## config.mk

```make
export PLATFORM = sky130hd
export DESIGN_NAME = gnss_indoor_outdoor_classifier
export DESIGN_NICKNAME = d
export VERILOG_FILES = /design/src/sv/gioc_pkg.sv /design/src/sv/gnss_indoor_outdoor_classifier.sv /design/src/sv/gioc_ctrl.sv /design/src/sv/gioc_dp.sv
export SDC_FILE = /design/constraint.sdc
export NUM_CORES = 1
export LEC_CHECK = 0
export BUFFER_PORTS_ARGS = -buffer_cell sky130_fd_sc_hd__buf_2
export CORE_MARGIN = 2
export CORE_UTILIZATION = 29
export CTS_CLUSTER_SIZE = 10
export DETAILED_ROUTE_END_ITERATION = 6
export PLACE_DENSITY = 0.55
export SLEW_MARGIN = 20
export SYNTH_ARGS = -nofsm -noshare
export SYNTH_HDL_FRONTEND = slang
export SYNTH_HIERARCHICAL = 1
export SYNTH_SLANG_ARGS = --single-unit
export TNS_END_PERCENT = 20
```

## constraint.sdc

```tcl
create_clock -name clock -period 5.7 [get_ports clock]
set_input_delay 1.71 -clock clock [delete_from_list [all_inputs] [get_ports clock]]
set_output_delay 1.71 -clock clock [all_outputs]
set_load 0.05 [all_outputs]
```

## src/sv/gioc_pkg.sv

```systemverilog
`timescale 1ns / 1ps
// Shared types and constants of the GNSS indoor/outdoor classifier.
// Used by the controller, the datapath and the top level; depends on nothing.
package gioc_pkg;

   // Default size of the SNR store (satellite ids 1 to SATELLITES).
   localparam int SATELLITES_DEFAULT = 32;

   // Field widths of the request and response items.
   localparam int TIME_W  = 64;
   localparam int ID_W    = 8;
   localparam int SNR_W   = 8;
   localparam int COUNT_W = 6;
   localparam int TOTAL_W = 13;
   localparam int WIN_W   = 32;
   localparam int REQ_DATA_W = 80;
   localparam int RSP_DATA_W = 24;
   localparam int CSR_IDX_W  = 2;
   localparam int CSR_DATA_W = 32;

   // Configuration register indexes.
   localparam logic [CSR_IDX_W-1:0] CSR_MIN_COUNT = 2'd0;
   localparam logic [CSR_IDX_W-1:0] CSR_MIN_TOTAL = 2'd1;
   localparam logic [CSR_IDX_W-1:0] CSR_WINDOW    = 2'd2;

   // Configuration reset values.
   localparam logic [COUNT_W-1:0] MIN_COUNT_RESET = 6'd4;
   localparam logic [TOTAL_W-1:0] MIN_TOTAL_RESET = 13'd80;
   localparam logic [WIN_W-1:0]   WINDOW_RESET    = 32'd4000;

   // Classification codes.
   localparam logic [1:0] PLACE_UNDEF   = 2'd0;
   localparam logic [1:0] PLACE_INDOOR  = 2'd1;
   localparam logic [1:0] PLACE_OUTDOOR = 2'd2;

   // Controller states.
   typedef enum logic [2:0] {
      ST_IDLE,
      ST_EVAL,
      ST_WALK,
      ST_DRAIN,
      ST_DECIDE,
      ST_RESP
   } state_type;

   // Commands from the controller to the datapath.
   typedef struct packed {
      logic capture;   // take the accepted request into the input registers
      logic eval;      // store the SNR, advance the batch and check the window
      logic walk;      // read one store entry and advance the walk index
      logic decide;    // publish the class and clear the store
      logic load_rsp;  // load the response register
   } cmd_type;

   // Status from the datapath to the controller.
   typedef struct packed {
      logic classify;   // the request closes the window
      logic walk_last;  // the walk index is at the last entry
      logic rsp_free;   // the response register can take a new response
   } status_type;

endpackage

```

## src/sv/gnss_indoor_outdoor_classifier.sv

```systemverilog
`timescale 1ns / 1ps
// GNSS indoor/outdoor classifier, top level: joins controller and datapath.
// A request that does not close the window goes from evaluation straight to the
// response; one that classifies also walks the SNR store, one entry a cycle, then
// drains, decides and responds.
// The next request is taken once the response is loaded, so a stalled response
// holds off the next request.
// Reset is synchronous and active high; it restores default thresholds and empties the store.
module gnss_indoor_outdoor_classifier
   import gioc_pkg::*;
#(
   parameter int SATELLITES = SATELLITES_DEFAULT
) (
   input  logic                  clock,
   input  logic                  reset,
   input  logic                  req_tvalid,
   output logic                  req_tready,
   // time_ms[63:0], satellite_id[71:64], snr_value[79:72]
   input  logic [REQ_DATA_W-1:0] req_tdata,
   // batch_end
   input  logic                  req_tlast,
   output logic                  rsp_tvalid,
   input  logic                  rsp_tready,
   // updated[0], place[2:1], seen_count[8:3], snr_total[21:9], zero fill [23:22]
   output logic [RSP_DATA_W-1:0] rsp_tdata,
   input  logic                  csr_we,
   input  logic [CSR_IDX_W-1:0]  csr_index,
   input  logic [CSR_DATA_W-1:0] csr_wdata
);

   cmd_type    cmd;
   status_type status;

   gioc_ctrl u_ctrl (
      .clock      (clock),
      .reset      (reset),
      .req_tvalid (req_tvalid),
      .req_tready (req_tready),
      .status     (status),
      .cmd        (cmd)
   );

   gioc_dp #(
      .SATELLITES (SATELLITES)
   ) u_dp (
      .clock      (clock),
      .reset      (reset),
      .cmd        (cmd),
      .status     (status),
      .req_tdata  (req_tdata),
      .req_tlast  (req_tlast),
      .csr_we     (csr_we),
      .csr_index  (csr_index),
      .csr_wdata  (csr_wdata),
      .rsp_tvalid (rsp_tvalid),
      .rsp_tready (rsp_tready),
      .rsp_tdata  (rsp_tdata)
   );

endmodule

```

## src/sv/gioc_ctrl.sv

```systemverilog
`timescale 1ns / 1ps
// Controller of the GNSS indoor/outdoor classifier: sequences one request
// through evaluation, the store walk, the decision and the response. Uses gioc_pkg.
module gioc_ctrl
   import gioc_pkg::*;
(
   input  logic       clock,
   input  logic       reset,
   input  logic       req_tvalid,
   output logic       req_tready,
   input  status_type status,
   output cmd_type    cmd
);

   state_type state_ff;
   state_type state_in;

   // State register.
   always_ff @(posedge clock) begin
      if (reset) begin
         state_ff <= ST_IDLE;
      end else begin
         state_ff <= state_in;
      end
   end

   // Next state and commands.
   always_comb begin
      state_in   = state_ff;
      cmd        = '0;
      req_tready = 1'b0;
      unique case (state_ff)
         ST_IDLE: begin
            req_tready = 1'b1;
            if (req_tvalid) begin
               cmd.capture = 1'b1;
               state_in    = ST_EVAL;
            end
         end
         ST_EVAL: begin
            cmd.eval = 1'b1;
            state_in = status.classify ? ST_WALK : ST_RESP;
         end
         ST_WALK: begin
            cmd.walk = 1'b1;
            if (status.walk_last) begin
               state_in = ST_DRAIN;
            end
         end
         ST_DRAIN: begin
            // The last read entry is added up in this cycle.
            state_in = ST_DECIDE;
         end
         ST_DECIDE: begin
            cmd.decide = 1'b1;
            state_in   = ST_RESP;
         end
         ST_RESP: begin
            if (status.rsp_free) begin
               cmd.load_rsp = 1'b1;
               state_in     = ST_IDLE;
            end
         end
         default: begin
            state_in = ST_IDLE;
         end
      endcase
   end

endmodule

```

## src/sv/gioc_dp.sv

```systemverilog
`timescale 1ns / 1ps
// Datapath of the GNSS indoor/outdoor classifier: configuration registers,
// SNR store, window timer, count and sum accumulators and response register.
// Uses gioc_pkg.
module gioc_dp
   import gioc_pkg::*;
#(
   parameter int SATELLITES = SATELLITES_DEFAULT
) (
   input  logic                  clock,
   input  logic                  reset,
   input  cmd_type               cmd,
   output status_type            status,
   input  logic [REQ_DATA_W-1:0] req_tdata,
   input  logic                  req_tlast,
   input  logic                  csr_we,
   input  logic [CSR_IDX_W-1:0]  csr_index,
   input  logic [CSR_DATA_W-1:0] csr_wdata,
   output logic                  rsp_tvalid,
   input  logic                  rsp_tready,
   output logic [RSP_DATA_W-1:0] rsp_tdata
);

   localparam int IDX_W = $clog2(SATELLITES);
   localparam int BP_W  = $clog2(SATELLITES + 1);
   localparam int ACC_C_W = BP_W;
   localparam int ACC_T_W = BP_W + SNR_W;
   localparam logic [ID_W-1:0]  ID_MAX   = ID_W'(SATELLITES);
   localparam logic [IDX_W-1:0] IDX_LAST = IDX_W'(SATELLITES - 1);
   localparam logic [BP_W-1:0]  BP_MAX   = BP_W'(SATELLITES);

   // Configuration registers.
   logic [COUNT_W-1:0] min_count_ff, min_count_in;
   logic [TOTAL_W-1:0] min_total_ff, min_total_in;
   logic [WIN_W-1:0]   window_ff, window_in;

   // Captured request.
   logic [TIME_W-1:0] time_ff, time_in;
   logic [ID_W-1:0]   id_ff, id_in;
   logic [SNR_W-1:0]  snr_ff, snr_in;
   logic              last_ff, last_in;
   logic [TIME_W-1:0] start_cap_ff, start_cap_in;

   // Block state.
   logic [TIME_W-1:0]     start_ff, start_in;
   logic [BP_W-1:0]       bpos_ff, bpos_in;
   logic [SATELLITES-1:0] valid_ff, valid_in;
   logic [1:0]            place_ff, place_in;
   logic [COUNT_W-1:0]    seen_ff, seen_in;
   logic [TOTAL_W-1:0]    total_ff, total_in;
   logic                  updated_ff, updated_in;

   // Walk and accumulation.
   logic [IDX_W-1:0]   widx_ff, widx_in;
   logic               rd_pend_ff, rd_pend_in;
   logic [SNR_W-1:0]   rd_data_ff;
   logic               rd_valid_ff;
   logic [ACC_C_W-1:0] acc_cnt_ff, acc_cnt_in;
   logic [ACC_T_W-1:0] acc_tot_ff, acc_tot_in;

   // Response register.
   logic                  rsp_valid_ff, rsp_valid_in;
   logic [RSP_DATA_W-1:0] rsp_data_ff, rsp_data_in;

   // SNR store.
   logic [SNR_W-1:0] store_mem [SATELLITES];

   logic [TIME_W-1:0]  elapsed;
   logic               store_hit;
   logic [IDX_W-1:0]   wr_addr;
   logic [SNR_W-1:0]   entry;
   logic [COUNT_W-1:0] cnt_sat;
   logic [TOTAL_W-1:0] tot_sat;

   // Window check, store address and saturated results.
   always_comb begin
      elapsed   = time_ff - start_cap_ff;
      store_hit = (bpos_ff < BP_MAX) && (id_ff != '0) && (id_ff <= ID_MAX);
      wr_addr   = IDX_W'(id_ff - ID_W'(1));
      entry     = rd_valid_ff ? rd_data_ff : '0;
      if ((ACC_C_W + COUNT_W)'(acc_cnt_ff) > (ACC_C_W + COUNT_W)'({COUNT_W{1'b1}})) begin
         cnt_sat = {COUNT_W{1'b1}};
      end else begin
         cnt_sat = COUNT_W'(acc_cnt_ff);
      end
      if ((ACC_T_W + TOTAL_W)'(acc_tot_ff) > (ACC_T_W + TOTAL_W)'({TOTAL_W{1'b1}})) begin
         tot_sat = {TOTAL_W{1'b1}};
      end else begin
         tot_sat = TOTAL_W'(acc_tot_ff);
      end
      status.classify  = last_ff && (elapsed > {{(TIME_W - WIN_W){1'b0}}, window_ff});
      status.walk_last = (widx_ff == IDX_LAST);
      status.rsp_free  = !rsp_valid_ff || rsp_tready;
   end

   // Next values of all registers.
   always_comb begin
      min_count_in = min_count_ff;
      min_total_in = min_total_ff;
      window_in    = window_ff;
      time_in      = time_ff;
      id_in        = id_ff;
      snr_in       = snr_ff;
      last_in      = last_ff;
      start_cap_in = start_cap_ff;
      start_in     = start_ff;
      bpos_in      = bpos_ff;
      valid_in     = valid_ff;
      place_in     = place_ff;
      seen_in      = seen_ff;
      total_in     = total_ff;
      updated_in   = updated_ff;
      widx_in      = widx_ff;
      rd_pend_in   = cmd.walk;
      acc_cnt_in   = acc_cnt_ff;
      acc_tot_in   = acc_tot_ff;
      rsp_valid_in = rsp_valid_ff;
      rsp_data_in  = rsp_data_ff;

      // Configuration writes; indexes beyond the list are dropped.
      if (csr_we) begin
         priority case (csr_index)
            CSR_MIN_COUNT: min_count_in = COUNT_W'(csr_wdata);
            CSR_MIN_TOTAL: min_total_in = TOTAL_W'(csr_wdata);
            CSR_WINDOW:    window_in    = csr_wdata;
            default:       ;
         endcase
      end

      // Capture the request; an unset window takes its start from it.
      if (cmd.capture) begin
         time_in      = req_tdata[TIME_W-1:0];
         id_in        = req_tdata[TIME_W +: ID_W];
         snr_in       = req_tdata[TIME_W + ID_W +: SNR_W];
         last_in      = req_tlast;
         start_cap_in = (start_ff == '0) ? req_tdata[TIME_W-1:0] : start_ff;
      end

      // Store the SNR, advance the batch position and open the walk.
      if (cmd.eval) begin
         start_in   = start_cap_ff;
         updated_in = status.classify;
         if (store_hit) begin
            valid_in[wr_addr] = 1'b1;
         end
         if (bpos_ff < BP_MAX) begin
            bpos_in = bpos_ff + BP_W'(1);
         end
         if (last_ff) begin
            bpos_in = '0;
         end
         widx_in    = '0;
         acc_cnt_in = '0;
         acc_tot_in = '0;
      end

      // Step through the store.
      if (cmd.walk) begin
         widx_in = widx_ff + IDX_W'(1);
      end

      // Add up the entry read in the previous cycle.
      if (rd_pend_ff && entry != '0) begin
         acc_cnt_in = acc_cnt_ff + ACC_C_W'(1);
         acc_tot_in = acc_tot_ff + ACC_T_W'(entry);
      end

      // Publish the class, clear the store and restart the window.
      if (cmd.decide) begin
         seen_in  = cnt_sat;
         total_in = tot_sat;
         place_in = (cnt_sat >= min_count_ff && tot_sat >= min_total_ff) ?
                    PLACE_OUTDOOR : PLACE_INDOOR;
         valid_in = '0;
         start_in = time_ff;
      end

      // Response register: freed when taken, loaded at the end of a request.
      if (rsp_valid_ff && rsp_tready) begin
         rsp_valid_in = 1'b0;
      end
      if (cmd.load_rsp) begin
         rsp_valid_in = 1'b1;
         rsp_data_in  = {2'b00, total_ff, seen_ff, place_ff, updated_ff};
      end
   end

   // Control and state registers.
   always_ff @(posedge clock) begin
      if (reset) begin
         min_count_ff <= MIN_COUNT_RESET;
         min_total_ff <= MIN_TOTAL_RESET;
         window_ff    <= WINDOW_RESET;
         start_ff     <= '0;
         bpos_ff      <= '0;
         valid_ff     <= '0;
         place_ff     <= PLACE_UNDEF;
         seen_ff      <= '0;
         total_ff     <= '0;
         updated_ff   <= 1'b0;
         widx_ff      <= '0;
         rd_pend_ff   <= 1'b0;
         acc_cnt_ff   <= '0;
         acc_tot_ff   <= '0;
         rsp_valid_ff <= 1'b0;
      end else begin
         min_count_ff <= min_count_in;
         min_total_ff <= min_total_in;
         window_ff    <= window_in;
         start_ff     <= start_in;
         bpos_ff      <= bpos_in;
         valid_ff     <= valid_in;
         place_ff     <= place_in;
         seen_ff      <= seen_in;
         total_ff     <= total_in;
         updated_ff   <= updated_in;
         widx_ff      <= widx_in;
         rd_pend_ff   <= rd_pend_in;
         acc_cnt_ff   <= acc_cnt_in;
         acc_tot_ff   <= acc_tot_in;
         rsp_valid_ff <= rsp_valid_in;
      end
   end

   // Payload registers.
   always_ff @(posedge clock) begin
      time_ff      <= time_in;
      id_ff        <= id_in;
      snr_ff       <= snr_in;
      last_ff      <= last_in;
      start_cap_ff <= start_cap_in;
      rsp_data_ff  <= rsp_data_in;
   end

   // SNR store: written during evaluation, read with a registered port on the walk.
   always_ff @(posedge clock) begin
      if (cmd.eval && store_hit) begin
         store_mem[wr_addr] <= snr_ff;
      end
      rd_data_ff  <= store_mem[widx_ff];
      rd_valid_ff <= valid_ff[widx_ff];
   end

   assign rsp_tvalid = rsp_valid_ff;
   assign rsp_tdata  = rsp_data_ff;

   // The batch position saturates at the store size.
   a_bpos_range: assert property (@(posedge clock) disable iff (reset)
      bpos_ff <= BP_MAX)
      else $error("batch position beyond store size");

   // A decision leaves the store empty.
   a_store_cleared: assert property (@(posedge clock) disable iff (reset)
      cmd.decide |=> valid_ff == '0)
      else $error("store not cleared after decision");

   // The count never exceeds the number of entries.
   a_count_range: assert property (@(posedge clock) disable iff (reset)
      acc_cnt_ff <= BP_MAX)
      else $error("satellite count beyond store size");

   // A response is loaded only into a free register.
   a_rsp_free: assert property (@(posedge clock) disable iff (reset)
      cmd.load_rsp |-> (!rsp_valid_ff || rsp_tready))
      else $error("response overwritten before it was taken");

endmodule

```

## After elaboration in Yosys (flattened, before gate mapping)

Memory sizes are Yosys's and may differ from the RTL's. A register that Yosys moved wholly into a read port is not among the register bits.
Cells that the tools add are included.
W data, S select, Z words.

| word-level totals | value |
|---|---|
| bits in registers | 373 |
| bits in writable memories | 256 |
| memories | 1 |

| cells by class | value |
|---|---|
| add/sub/neg operators | 6 |
| magnitude comparators | 9 |
| eq/ne operators | 11 |
| mux-type cells | 35 |
| bitwise operators | 1 |
| reduce and logical (&&, ||, !) cells | 27 |

Memory list:

| name | words | bits a word | rd ports | clocked after Yosys merged registers in | write ports | RTL line | source |
|---|---|---|---|---|---|---|---|
| u_dp.store_mem | 32 | 8 | 1 | 1 | 1 | gioc_dp.sv:66 | `logic [SNR_W-1:0] store_mem [SATELLITES];` |

Operators by type and width:

| cell | count |
|---|---|
| $mux W64 | 3 |
| $gt A64 B32 Y1 | 1 |
| $logic_not A64 Y1 | 1 |
| $sub A64 B64 Y64 | 1 |
| $or A32 B32 Y32 | 1 |
| $mux W14 | 2 |
| $mux W6 | 4 |
| $pmux W3 S6 | 1 |
| $reduce_bool A8 Y1 | 2 |
| $add A14 B8 Y14 | 1 |
| $gt A14 B13 Y1 const B | 1 |
| $mux W1 | 14 |
| $ge A13 B13 Y1 | 1 |
| $mux W13 | 1 |
| $add A6 B1 Y6 const B | 2 |
| $lt A5 B6 Y1 const B | 2 |
| $mux W3 | 4 |
| $mux W5 | 2 |
| $reduce_and A2 Y1 | 5 |
| $reduce_bool A2 Y1 | 5 |
| $le A8 B6 Y1 const B | 1 |
| $logic_and A1 B1 Y1 | 8 |
| $mux W8 | 1 |
| $eq A3 B2 Y1 const B | 2 |
| 20 further kinds | 23 |

## Longest topological paths before layout

| depth | value |
|---|---|
| word-level depth | 6 |
| mapped depth | 26 |

## Modules after synthesis

The synthesis kept the hierarchy.

Modules (own cells, without submodules):

| module | times used | cells an instance | area an instance (µm²) | seq. area each (µm²) |
|---|---|---|---|---|
| gioc_dp | 1 | 2590 | 30180.2 | 16926.2 |
| gioc_ctrl | 1 | 24 | 229.0 | 60.1 |

## Least setup slack after synthesis

Ideal clock, no wire load.

| timing | value |
|---|---|
| kind | in2reg |
| start | input port req_tvalid |
| end | register u_dp.id_ff[0], enable pin |
| library setup time | 0.520 ns |
| data arrival time | 5.022 ns |
| path slack | 0.158 ns |
| cell stages on the path | 1 |
| buffers on the path | 0 |
| path through | and2_1 |

| between the ends | value |
|---|---|
| cells in the longest elaborated chain, start to end | 2 |

Ends and longest elaborated chain:

| item | RTL line | source |
|---|---|---|
| start: declaration | gnss_indoor_outdoor_classifier.sv:16 | `input logic req_tvalid,` |
| $mux W1 | gioc_ctrl.sv:35 | `if (req_tvalid) begin` |
| $mux W1 | gioc_ctrl.sv:32 | `unique case (state_ff)` |
| end signal: assignment | gioc_dp.sv:228 | `id_ff <= id_in;` |
| end: declaration | gioc_dp.sv:39 | `logic [ID_W-1:0] id_ff, id_in;` |

No other way between the ends.
A chain may end at the register's enable or synchronous reset.

==> summary.txt <==
Crit path max fanout: 5
Yosys warns: 6
Min Tclk post-route: 5.41 ns
Number of synthesized flops with an enable pin: 423
Data required time of the worst path: 6.25 ns
Cts bufs inserted: 75
GRT Total Usage: 14.4%
Worst slack at placement: -0.183 ns
Final worst slack: 0.287 ns
Via density: 4.94
DIE AREA: 0.107 mm2
Min-delay src: u_dp/updated_ff$_SDFFE_PP0P_
Worst hold path type: flop to flop
Fmax: 0.185 GHz
DRC Markers: 0
Largest net degree at the start of global routing: 85
Cells after synthesis: 2614
Root Buffer: clkbuf_16
Avg Inst Size Synth: 11.6 um2
Slowest-stage cell, CP: edfxtp_1
Initial antenna violation count: 21
Cts hold-fix bufs: 0
Core ar.: 0.104 mm2
CP top delay family: simple AND/OR/NAND/NOR gates
Initial Util: 29.3%
Worst-Skew Late Latency: 0.64 ns
Synth top area cells: edfxtp_1, dfxtp_1, mux4_2
Clk buf depth: 3
Pwr Total: 12.1 mW
Placer congestion estimate: 0.943
Height of the die: 328 um
R2R Setup Slk: 0.29 ns
Sequential area share after synthesis: 55.9%
Chip width: 328 um
Slew HR: 30.2%
Top cell type by total area after synthesis: edfxtp_1
Leakage power: 13.3 nW
Synthesized area: 0.0304 mm2
Most common cell in the netlist: edfxtp_1
IO Port Bufs: 143
Setup CP Type: flop to flop
Peak supply drop: 0.193 mV
WL final: 79.8 mm
CP Buf/Inv Count: 2
WHS Endpoint: u_dp/rsp_tdata[0]$_DFFE_PP_
Final Cycle Share: 95.0%
Ys async rst share: 0%
Critical R2R Capture: u_ctrl/state_ff[2]$_SDFFE_PP0P_
Row count: 118
Drt wl/cell: 18.8 um
CTS Sinks: 637
Slew Limit Fails: 0
H-tree Lvls: 3
CP max stage delay: 0.44 ns
HPWL after detailed placement: 56.6 mm
Io pins: 146
Reg2reg path depth: 23
Footprint of the multi-input gates: 0.0125 mm2
Post-synth top flop: edfxtp_1
Clk slew on worst S/H paths: 0.06 ns
Yosys top cell area share: 41.8%
Hold Path Cell Cnt: 0
Clock Skews: 0.0356 ns
Worst R2R Start: u_dp/time_ff[6]$_DFFE_PP_
Share of cells above drive strength 1: 17.4%
WP data arrival: 5.96 ns
TritonRoute pass-1 iters: 5
Worst hold slack: 0.423 ns
Final nets: 3041
FF+latch area: 0.0170 mm2
Vias after detailed routing: 20.9k
Status: finished clean
Vias in the first global route: 20.0k
Placed Cells: 4080
Setup Viol. Count Final: 0
Max cap viols: 0
P per Cell Area: 339 mW/mm2
Post-Layout Cell Count: 4234
First-pass GRT wire length: 121 mm
Final ANT Viol Nets: 0
Layout area overhead: 17.3%
Final hold violation count: 0
Fill cells: 10.4k
Post-synthesis cell type count: 83
Drt initial violations: 1338
CP Launch Type: flop
Crit path cell chain: ha_4 -> a21o_1 -> a31oi_1 -> or3_1 -> a311o_1 -> a311oi_2 -> nor2_1 -> xnor2_1 -> ha_1 -> nand4_1 -> buf_4 -> nor4_4 -> a21oi_2 -> nor3_2 -> nand4_1 -> or3_1 -> or4_1 -> nand4bb_4 -> o21a_1 -> buf_4 -> nand2b_1 -> a31oi_1 -> a211oi_2
Gr ovfl total: 0
CP endpoint kind: flop
#FFs+latches synth: 637
CTS tree: done
Worst-margin pin slew: 1.05 ns
Synth top cells by count: edfxtp_1, nor2_1, a21oi_1
Setup tns final: 0 ns
==> repair_timing <==
action                                  in CTS  in global routing
pin swaps                                    2                 35
resized for setup                            4                 33
endpoints found under the setup margin       3                  3
setup buffers                                0                  6
==> worst max-delay path by stage <==
stage,from,depth (start not counted),endpoint
after floorplan,req_tvalid,1,u_dp/id_ff[0]$_DFFE_PP_
after global placement,u_dp/time_ff[0]$_DFFE_PP_,25,u_ctrl/state_ff[0]$_SDFFE_PP0P_
after detailed placement,u_dp/time_ff[0]$_DFFE_PP_,26,u_ctrl/state_ff[2]$_SDFFE_PP0P_
after CTS,u_dp/time_ff[0]$_DFFE_PP_,26,u_ctrl/state_ff[2]$_SDFFE_PP0P_
after global routing,u_dp/time_ff[6]$_DFFE_PP_,23,u_ctrl/state_ff[2]$_SDFFE_PP0P_
final,u_dp/time_ff[6]$_DFFE_PP_,23,u_ctrl/state_ff[2]$_SDFFE_PP0P_
==> placed cells by master (no fill, tap or decap), types with 11 or more instances in the layout <==
| master | n |
|---|---|
| nor3_1 | 26 |
| dfxtp_1 | 212 |
| o21ai_1 | 12 |
| xnor2_1 | 37 |
| xor2_1 | 23 |
| nor2_1 | 301 |
| mux4_2 | 90 |
| nand4_1 | 57 |
| nor4_1 | 26 |
| nand2_1 | 171 |
| o21ai_0 | 56 |
| mux2i_1 | 86 |
| ha_1 | 120 |
| nor2b_1 | 19 |
| nand3_1 | 31 |
| clkbuf_1 | 49 |
| o21bai_1 | 11 |
| o21a_1 | 47 |
| buf_4 | 85 |
| buf_2 | 142 |
| nand2b_1 | 16 |
| clkbuf_16 | 75 |
| or2_2 | 18 |
| inv_1 | 132 |
| a21oi_1 | 239 |
| edfxtp_1 | 423 |
| a211o_1 | 16 |
| nor3b_1 | 16 |
| a31oi_1 | 12 |
| and2_1 | 15 |
| a21o_1 | 90 |
==> metal layers <==
metal  track usage (%)  wire, um  up-vias  share of wire, %
li1                  -         -     9996                 -
met1              20.4     37700    10301                47
met2              22.3     35800      460                45
met3              3.09      4440      128               5.6
met4              3.87      1690       24               2.1
met5                 0       164        -              0.21
==> layout make-up <==
cell class,instances,area share (%)
Clock inverter,9,0.628
Multi-Input combinational cell,1705,35.2
Timing Repair Buffer,241,4.46
Clock buffer,126,5.85
Sequential cell,637,47.6
Inverter,133,1.40
Tap cell,1380,4.84
Antenna cell,3,0.0210
==> state kept, by name (all words and copies together), names as in the netlist, 2 cells and up <==
name               cells
u_dp/min_count_ff      6
u_dp/time_ff          64
u_dp/widx_ff           5
u_dp/snr_ff            8
u_dp/bpos_ff           6
u_dp/seen_ff           6
u_dp/acc_tot_ff       14
u_dp/start_cap_ff     64
u_dp/place_ff          2
u_dp/rsp_tdata        22
u_dp/store_mem       256
u_dp/valid_ff         32
u_dp/window_ff        32
u_dp/start_ff         64
u_dp/rd_data_ff        8
u_dp/min_total_ff     13
u_dp/id_ff             8
u_dp/total_ff         13
u_dp/acc_cnt_ff        6
u_ctrl/state_ff        3
==> report_power, final <==
| part | total [mW] | switching, mW | internal, mW |
|---|---|---|---|
| Clock | 4.48 | 1.90 | 2.57 |
| Combinational | 2.28 | 1.36 | 0.919 |
| Sequential | 5.33 | 0.157 | 5.17 |
==> cell families (layout without fill, tap and decap cells) <==
group | after synthesis | after routing | share of synthesized area (%)
other | 1 | 5 | 0.0123
muxes | 187 | 187 | 9.90
xor gates and xnor gates | 60 | 60 | 1.73
adders and majority gates | 128 | 128 | 5.32
AOI/OAI and AO/OA | 572 | 572 | 11.9
and+or+nand+nor | 756 | 756 | 11.6
buffers and inverters | 273 | 509 | 3.65
DFF | 637 | 637 | 55.9
==> per-stage QoR <==
step           utilization (%)  cell area (um2)
2_1_floorplan                -            30400
3_3_place_gp              31.7            32900
3_5_place_dp              31.7            32900
4_1_cts                   34.0            35300
5_1_grt                   34.4            35700
6_report                  34.4            35700
Note: power is estimated with default switching activity, not from simulation.
